--- src/hdl/assert_macros.svh ---
// assertion helpers shared by the block's modules
`ifndef ASSERT_MACROS_SVH
`define ASSERT_MACROS_SVH

// property must hold at every clock edge outside reset
`define ASSERT_PROP(label, clk, rst_n, prop, msg) \
	label: assert property (@(posedge clk) disable iff (!rst_n) (prop)) else $error(msg);

// condition must never be seen outside reset
`define ASSERT_NEVER(label, clk, rst_n, cond, msg) \
	label: assert property (@(posedge clk) disable iff (!rst_n) !(cond)) else $error(msg);

`endif

--- src/hdl/bsca_pkg.sv ---
package bsca_pkg;

	// default sizing
	localparam int MAX_BINS_DEF  = 256;
	localparam int SUM_WIDTH_DEF = 48;

	// fixed field widths
	localparam int POINT_W   = 32;
	localparam int COUNT_W   = 32;
	localparam int DIVISOR_W = 32;
	localparam int OUT_SUM_W = 48;
	localparam int BIN_IN_W  = 8;
	localparam int NBINS_W   = 9;
	localparam int CFG_IDX_W = 2;
	localparam int CFG_DAT_W = 32;

	// register indexes on the config port
	localparam logic [CFG_IDX_W-1:0] REG_RANGE_LOW  = 2'd0;
	localparam logic [CFG_IDX_W-1:0] REG_RANGE_HIGH = 2'd1;
	localparam logic [CFG_IDX_W-1:0] REG_BINS       = 2'd2;

	// register reset values
	localparam logic signed [POINT_W-1:0] RANGE_LOW_RST  = 32'sd0;
	localparam logic signed [POINT_W-1:0] RANGE_HIGH_RST = 32'sd65536;
	localparam logic [NBINS_W-1:0]        BINS_RST       = 9'd256;

	// count saturation value
	localparam logic [COUNT_W-1:0] COUNT_MAX = {COUNT_W{1'b1}};

	typedef enum logic [1:0] {
		CMD_ADD       = 2'd0,
		CMD_SET_SUM   = 2'd1,
		CMD_SET_COUNT = 2'd2,
		CMD_READ      = 2'd3
	} cmd_t;

	typedef enum logic [1:0] {
		STS_OK           = 2'd0,
		STS_BAD_BIN      = 2'd1,
		STS_OUT_OF_RANGE = 2'd2
	} status_t;

	// divider status toward the sequencer
	typedef struct packed {
		logic busy;
		logic done;
	} div_stat_t;

endpackage

--- src/hdl/bsca_divider.sv ---
`include "assert_macros.svh"

module bsca_divider #(
	parameter int DIV_W = 48
) (
	input  logic                               clk,
	input  logic                               arst_n,
	input  logic                               start,
	input  logic [DIV_W-1:0]                   dividend,
	input  logic [bsca_pkg::DIVISOR_W-1:0]     divisor,
	output logic [DIV_W-1:0]                   quotient,
	output bsca_pkg::div_stat_t                stat
);

	localparam int DVS_W = bsca_pkg::DIVISOR_W;
	localparam int CNT_W = $clog2(DIV_W + 1);

	logic [DIV_W-1:0] quo_q;
	logic [DVS_W-1:0] rem_q;
	logic [DVS_W-1:0] dvs_q;
	logic [CNT_W-1:0] cnt_q;
	logic             busy_q;
	logic             done_q;

	logic [DVS_W:0]   shifted;
	logic [DVS_W:0]   sub;
	logic             ge;

	// one restoring step: bring in the next dividend bit, try the subtract
	always_comb begin
		shifted = {rem_q, quo_q[DIV_W-1]};
		sub     = shifted - {1'b0, dvs_q};
		ge      = (shifted >= {1'b0, dvs_q});
	end

	// one quotient bit per cycle, msb first
	always_ff @(posedge clk or negedge arst_n) begin
		if (!arst_n) begin
			busy_q <= 1'b0;
			done_q <= 1'b0;
			cnt_q  <= '0;
		end else begin
			done_q <= 1'b0;
			if (start) begin
				quo_q  <= dividend;
				rem_q  <= '0;
				dvs_q  <= divisor;
				cnt_q  <= CNT_W'(DIV_W);
				busy_q <= 1'b1;
			end else if (busy_q) begin
				rem_q <= ge ? sub[DVS_W-1:0] : shifted[DVS_W-1:0];
				quo_q <= {quo_q[DIV_W-2:0], ge};
				cnt_q <= cnt_q - CNT_W'(1);
				if (cnt_q == CNT_W'(1)) begin
					busy_q <= 1'b0;
					done_q <= 1'b1;
				end
			end
		end
	end

	assign quotient  = quo_q;
	assign stat.busy = busy_q;
	assign stat.done = done_q;

	`ASSERT_NEVER(a_no_restart, clk, arst_n, start && busy_q, "divider restarted while busy")
	`ASSERT_PROP(a_rem_below_divisor, clk, arst_n, done_q |-> (rem_q < dvs_q), "remainder not below divisor")

endmodule

--- config.mk ---
export PLATFORM = sky130hd
export DESIGN_NAME = bsca_divider
export DESIGN_NICKNAME = d
export VERILOG_FILES = /design/src/hdl/bsca_pkg.sv /design/src/hdl/bsca_divider.sv
export VERILOG_INCLUDE_DIRS = /design/src /design/src/hdl
export SDC_FILE = /design/constraint.sdc
export NUM_CORES = 1
export LEC_CHECK = 0
export BUFFER_PORTS_ARGS = -buffer_cell sky130_fd_sc_hd__clkbuf_2
export CAP_MARGIN = 20
export CELL_PAD_IN_SITES_DETAIL_PLACEMENT = 1
export CELL_PAD_IN_SITES_GLOBAL_PLACEMENT = 1
export CORE_MARGIN = 2
export CORE_UTILIZATION = 40
export DETAILED_ROUTE_END_ITERATION = 10
export HOLD_SLACK_MARGIN = 0.02
export PLACE_DENSITY_LB_ADDON = 0.1
export SLEW_MARGIN = 30
export SYNTH_ARGS = -nofsm -noshare
export SYNTH_HDL_FRONTEND = slang
export SYNTH_SLANG_ARGS = --single-unit
--- constraint.sdc ---
create_clock -name clk -period 3.65 [get_ports clk]
set_input_delay 0.365 -clock clk [delete_from_list [all_inputs] [get_ports clk]]
set_output_delay 0.365 -clock clk [all_outputs]
set_load 0.05 [all_outputs]
# After elaboration in Yosys (flattened, before gate mapping)
# Cells that the tools add are included.
# totals
regBits	120
inputBits	83
output_inout_bits	50
wordCells	25
# op_classes
n_addsub	2
n_lt_le_gt_ge	1
eq_ne	1
mux	12
n_reduce_logical	3
# ops
cell	n
48-bit 2-to-1 mux	2
32-bit 2-to-1 mux	2
33-bit by 32-bit greater-or-equal comparator with 1-bit output	1
32-bit subtractor	1
6-bit 2-to-1 mux	2
6-bit by 1-bit == test with 1-bit output, second input constant	1
1-bit 2-to-1 mux	6
6-bit by 1-bit subtractor with 6-bit output, second input constant	1
2-bit AND reduction	2
2-bit nonzero test	1

# Depth between registers and ports, before layout
# depth
ltp_word	4
ltp_mapped	12
depth_no_buf	11

# Worst setup path after synthesis
# OpenSTA, ideal clock, no wires.
# synth_timing
kind	reg2reg
startpoint	register busy_q
endpoint	register quo_q[0], in the netlist quotient[0] (enable)
arrival_time_ps	2986
path_slack_ps	205
path_stages_with_launch	4
path_cell_list	dfrtp_1 clkbuf_1 nor2_1 nor2b_1
# synth_between
elab_chain_len	2
# synth_rtl
element	line	source
from (decl)	bsca_divider.sv:22	logic busy_q;
from (signal assigned)	bsca_divider.sv:39	busy_q <= 1'b0;
from (signal assigned)	bsca_divider.sv:49	busy_q <= 1'b1;
from (signal assigned)	bsca_divider.sv:55	busy_q <= 1'b0;
2-bit nonzero test (no line)	--	
2-bit AND reduction (no line)	--	
to (signal assigned)	bsca_divider.sv:45	quo_q <= dividend;
to (signal assigned)	bsca_divider.sv:52	quo_q <= {quo_q[DIV_W-2:0], ge};
to (decl)	bsca_divider.sv:18	logic [DIV_W-1:0] quo_q;
# No other way between the ends.
# A chain may end at the register's enable or synchronous reset.

# Worst setup path after layout
# layout_timing
startpoint	register rem_q[2]
endpoint	register rem_q[10], data pin
# layout_between
elab_chain_len	3
word_cells_on_any_way	4
classes_between	1 x add/sub; 1 x order compare; 2 x mux
# layout_rtl
element	line	source
from (decl)	bsca_divider.sv:19	logic [DVS_W-1:0] rem_q;
from (signal assigned)	bsca_divider.sv:51	rem_q <= ge ? sub[DVS_W-1:0] : shifted[DVS_W-1:0];
32-bit subtractor / 33-bit by 32-bit greater-or-equal comparator with 1-bit output (equally long branches)	bsca_divider.sv:32, bsca_divider.sv:33	
32-bit 2-to-1 mux (*)	bsca_divider.sv:51	
32-bit 2-to-1 mux (*)	bsca_divider.sv:50	end else if (busy_q) begin
# Every way passes the cells marked *; elsewhere a longest branch is shown, timed or not.

==> results_dict.tcl <==
set metrics [dict create \
    grt_setup_unrepaired "false" \
    p_switching_w 0.00163 \
    drv_slew 0 \
    drive_gt1_share_pct 30.4 \
    synth_cells 616 \
    routed_wl_um 18300 \
    drv_cap 0 \
    core-area_sq_um 17200 \
    setup_viol_count_final 0 \
    p_sw_share_pct 33.8 \
    htreeDepth 4 \
    reg2reg_setup_slack_ns 0.32 \
    ant_nets 0 \
    die_y_um 136 \
    portBuffers 132 \
    p_comb_share_pct 29.8 \
    max_stage_delay_ns 0.59 \
    cts_max_path_buffers 2 \
    tns_ns 0 \
    clkTransAtPathRegs_ns 0.06 \
    gp_routability_congestion 0.834 \
    p_leak_nw 3.48 \
    ys_types 56 \
    cpMaxStageDelayCell "or4_1" \
    post_cts_resized 0 \
    route.detailed.vias_per_inst 5.42 \
    wire_per_inst_um 18.6 \
    final_nets 865 \
    status "finished, final reports clean" \
    tritoncts "done" \
    numCtsBuffers 17 \
    power.internal_w 0.00320 \
    cts_root_buffer "clkbuf_16" \
    relSlewSlack_pct 38.4 \
    critPathCaptureType "flip-flop" \
    dpl_worst_slack_ns 0.346 \
    antenna_found_initial 0 \
    path_cells "ha_1 > nand3_1 > o21bai_1 > a2111oi_4 > nor3b_2 > nor4b_4 > nor2_2 > or4_1 > a311oi_2" \
    p_total_w 0.00483 \
    max_freq_mhz 300 \
    drt_pass1_iterations 4 \
    vdd_drop_max_v 0.000345 \
    synth_seq_cells 120 \
    required_ns 3.90 \
    cp_top_family "simple AND/OR/NAND/NOR gates" \
    avgSynthCellArea_sq_um 11.3 \
    post_cts_buffers 0 \
    numClockSinks 120 \
    dp_hpwl_um 13100 \
    grtUsageTotal_pct 21.0 \
    path_buf_inv 0 \
    num_vias 5334 \
    remaining_drc_errors 0 \
    arrival_ns 3.57 \
    ys_seq_area_share_pct 51.1 \
    seqPwrFrac_pct 37.3 \
    rows 48 \
    grt_pass1_vias 5931 \
    dieArea_sq_um 18500 \
    synth_edf_count 112 \
    final_core_util_pct 49.2 \
    power_frac_clock_pct 32.9 \
    powerDensity_nw_per_um2 572 \
    syn_to_final_growth_pct 21.0 \
    ios 133 \
    finalCritPeriodShare_pct 91.2 \
    hold_violations 0 \
    finClkSkew_ns 0.00644 \
    synthFlopType "edfxtp_1" \
    overflow 0 \
    final_area_sq_um 8440 \
    dr.first_iter.drc_count 269 \
    worst_slack_ns 0.322 \
    antennaDiodeCount 0 \
    crit_fanout 7 \
    hp-class "input pin to async pin" \
    grt_max_degree 52 \
    cp-start-kind "flip-flop" \
    fp.dieW_um 136 \
    hold_buffers 0 \
    placed_area_sq_um 7890 \
    netlist_area_sq_um 6980 \
    worstSetupPathType "flip-flop to flip-flop" \
    insertion_delay_ns 0.42 \
    yosys_warnings 0 \
    fin_crit_ns 3.33 \
    grt_pass1_wl_um 30200 \
    tightest_slew_ns 0.921 \
    synth_fp_nets 734 \
    start_util_pct 40.6 \
    async_reset_ff_share_pct 6.67 \
]
## cells in the mapped netlist, drive strengths merged (3+ instances only)
cell type | n | share of area, %
nor2b | 13 | 1.2
o31ai | 3 | 0.32
ha | 34 | 6.1
dfrtp | 8 | 2.9
o21bai | 7 | 0.75
edfxtp | 112 | 48
nor2 | 52 | 2.8
a2111oi | 3 | 0.65
nand3 | 15 | 1.1
a21oi | 34 | 2.4
a311oi | 4 | 0.59
o21a | 4 | 0.43
a211oi | 22 | 2.4
xnor2 | 17 | 2.1
inv | 37 | 2.0
mux2i | 20 | 2.9
a31oi | 5 | 0.45
nor3 | 11 | 0.79
a21o | 8 | 0.86
and2 | 4 | 0.36
buf | 6 | 0.50
clkbuf | 25 | 1.3
or2 | 4 | 0.36
nor4 | 4 | 0.36
xor2 | 13 | 1.6
nand4 | 5 | 0.45
nand2 | 36 | 1.9
o211ai | 4 | 0.43
a32oi | 6 | 0.75
nand2b | 4 | 0.36
mux2 | 47 | 7.6
o21ai | 24 | 1.7
## area by class of cell
class	instances	area [sq um]
Fill cell	1876	8730
Clock buffer	17	425
Clock inverter	14	126
Sequential cell	120	3560
Tap cell	225	282
Multi-Input combinational cell	428	3150
Timing Repair Buffer	143	756
Inverter	37	139
## metrics by stage
stage | std cells | hold slack, ns
final | 984 | 0.0665
after global routing | 984 | 0.0690
after CTS | 984 | 0.0565
after detailed placement | 953 | 0.505
after global placement | 953 | 0.492
after floorplan | 616 | 0.0694
## power by group through the flow
stage	Sequential (W)	Combinational [W]	Clock (W)
floorplan	0.00193	0.000935	0
global placement	0.00182	0.00139	0
detailed placement	0.00183	0.00143	0
CTS	0.00180	0.00145	0.00163
global route	0.00182	0.00160	0.00169
finish	0.00180	0.00144	0.00159
## cell usage in the layout (no fill, tap or decap), drive strengths merged, types with 5 or more instances in the layout
cell type  synthesis  routed
buf                6      12
dfrtp              8       8
mux2              47      47
nor2              52      52
o21bai             7       7
nor3              11      11
nand2             36      36
a21oi             34      34
xnor2             17      17
o21ai             24      24
a211oi            22      22
clkbuf            25     148
a31oi              5       5
nor2b             13      13
a21o               8       8
inv               37      40
clkinv             0       6
ha                34      34
edfxtp           112     112
xor2              13      13
a32oi              6       6
nand3             15      15
nand4              5       5
mux2i             20      20
## worst reg2reg max path: cells and delay by family, from the launching register on
family / cells / cell delay, ns
AOI/OAI and AO/OA: 3 / 0.90
adders and majority gates: 1 / 0.40
DFF: 1 / 0.42
and+or+nand+nor: 5 / 1.43
## registers in the layout, indices dropped and copies added, names as in the netlist
name,flops
quotient,48
dvs_q,32
busy_q,1
cnt_q,6
done_q,1
rem_q,32
## final timing paths
kind	startpoint	end	depth (start not counted)
worst max-delay path	rem_q[2]	rem_q[10]	9
worst min-delay path	arst_n	cnt_q[0]	2
worst max register to register	rem_q[2]	rem_q[10]	9
worst min register to register	cnt_q[5]	cnt_q[5]	2
max in group asynchronous	arst_n	done_q	2
min in group clk	divisor[26]	dvs_q[26]	1
## routing by layer
| layer | vias up | GRT usage, % | part of all wire, % |
|---|---|---|---|
| li1 | 2565 | - | - |
| met1 | 2603 | 25.8 | 45 |
| met2 | 138 | 34.6 | 47 |
| met3 | 28 | 7.46 | 6.3 |
| met4 | 0 | 6.31 | 1.7 |
| met5 | - | 0 | 0 |
## logic make-up after synthesis
logic type	share of synthesized area, %
adder cells (fa/ha/maj)	6.38
flip-flops	51.1
XOR/XNOR	3.77
AO/OA/AOI/OAI	13.5
buffers and inverters	3.84
multiplexers	10.5
AND/OR/NAND/NOR	10.9
No activity file was read; power rests on OpenSTA's default activity.
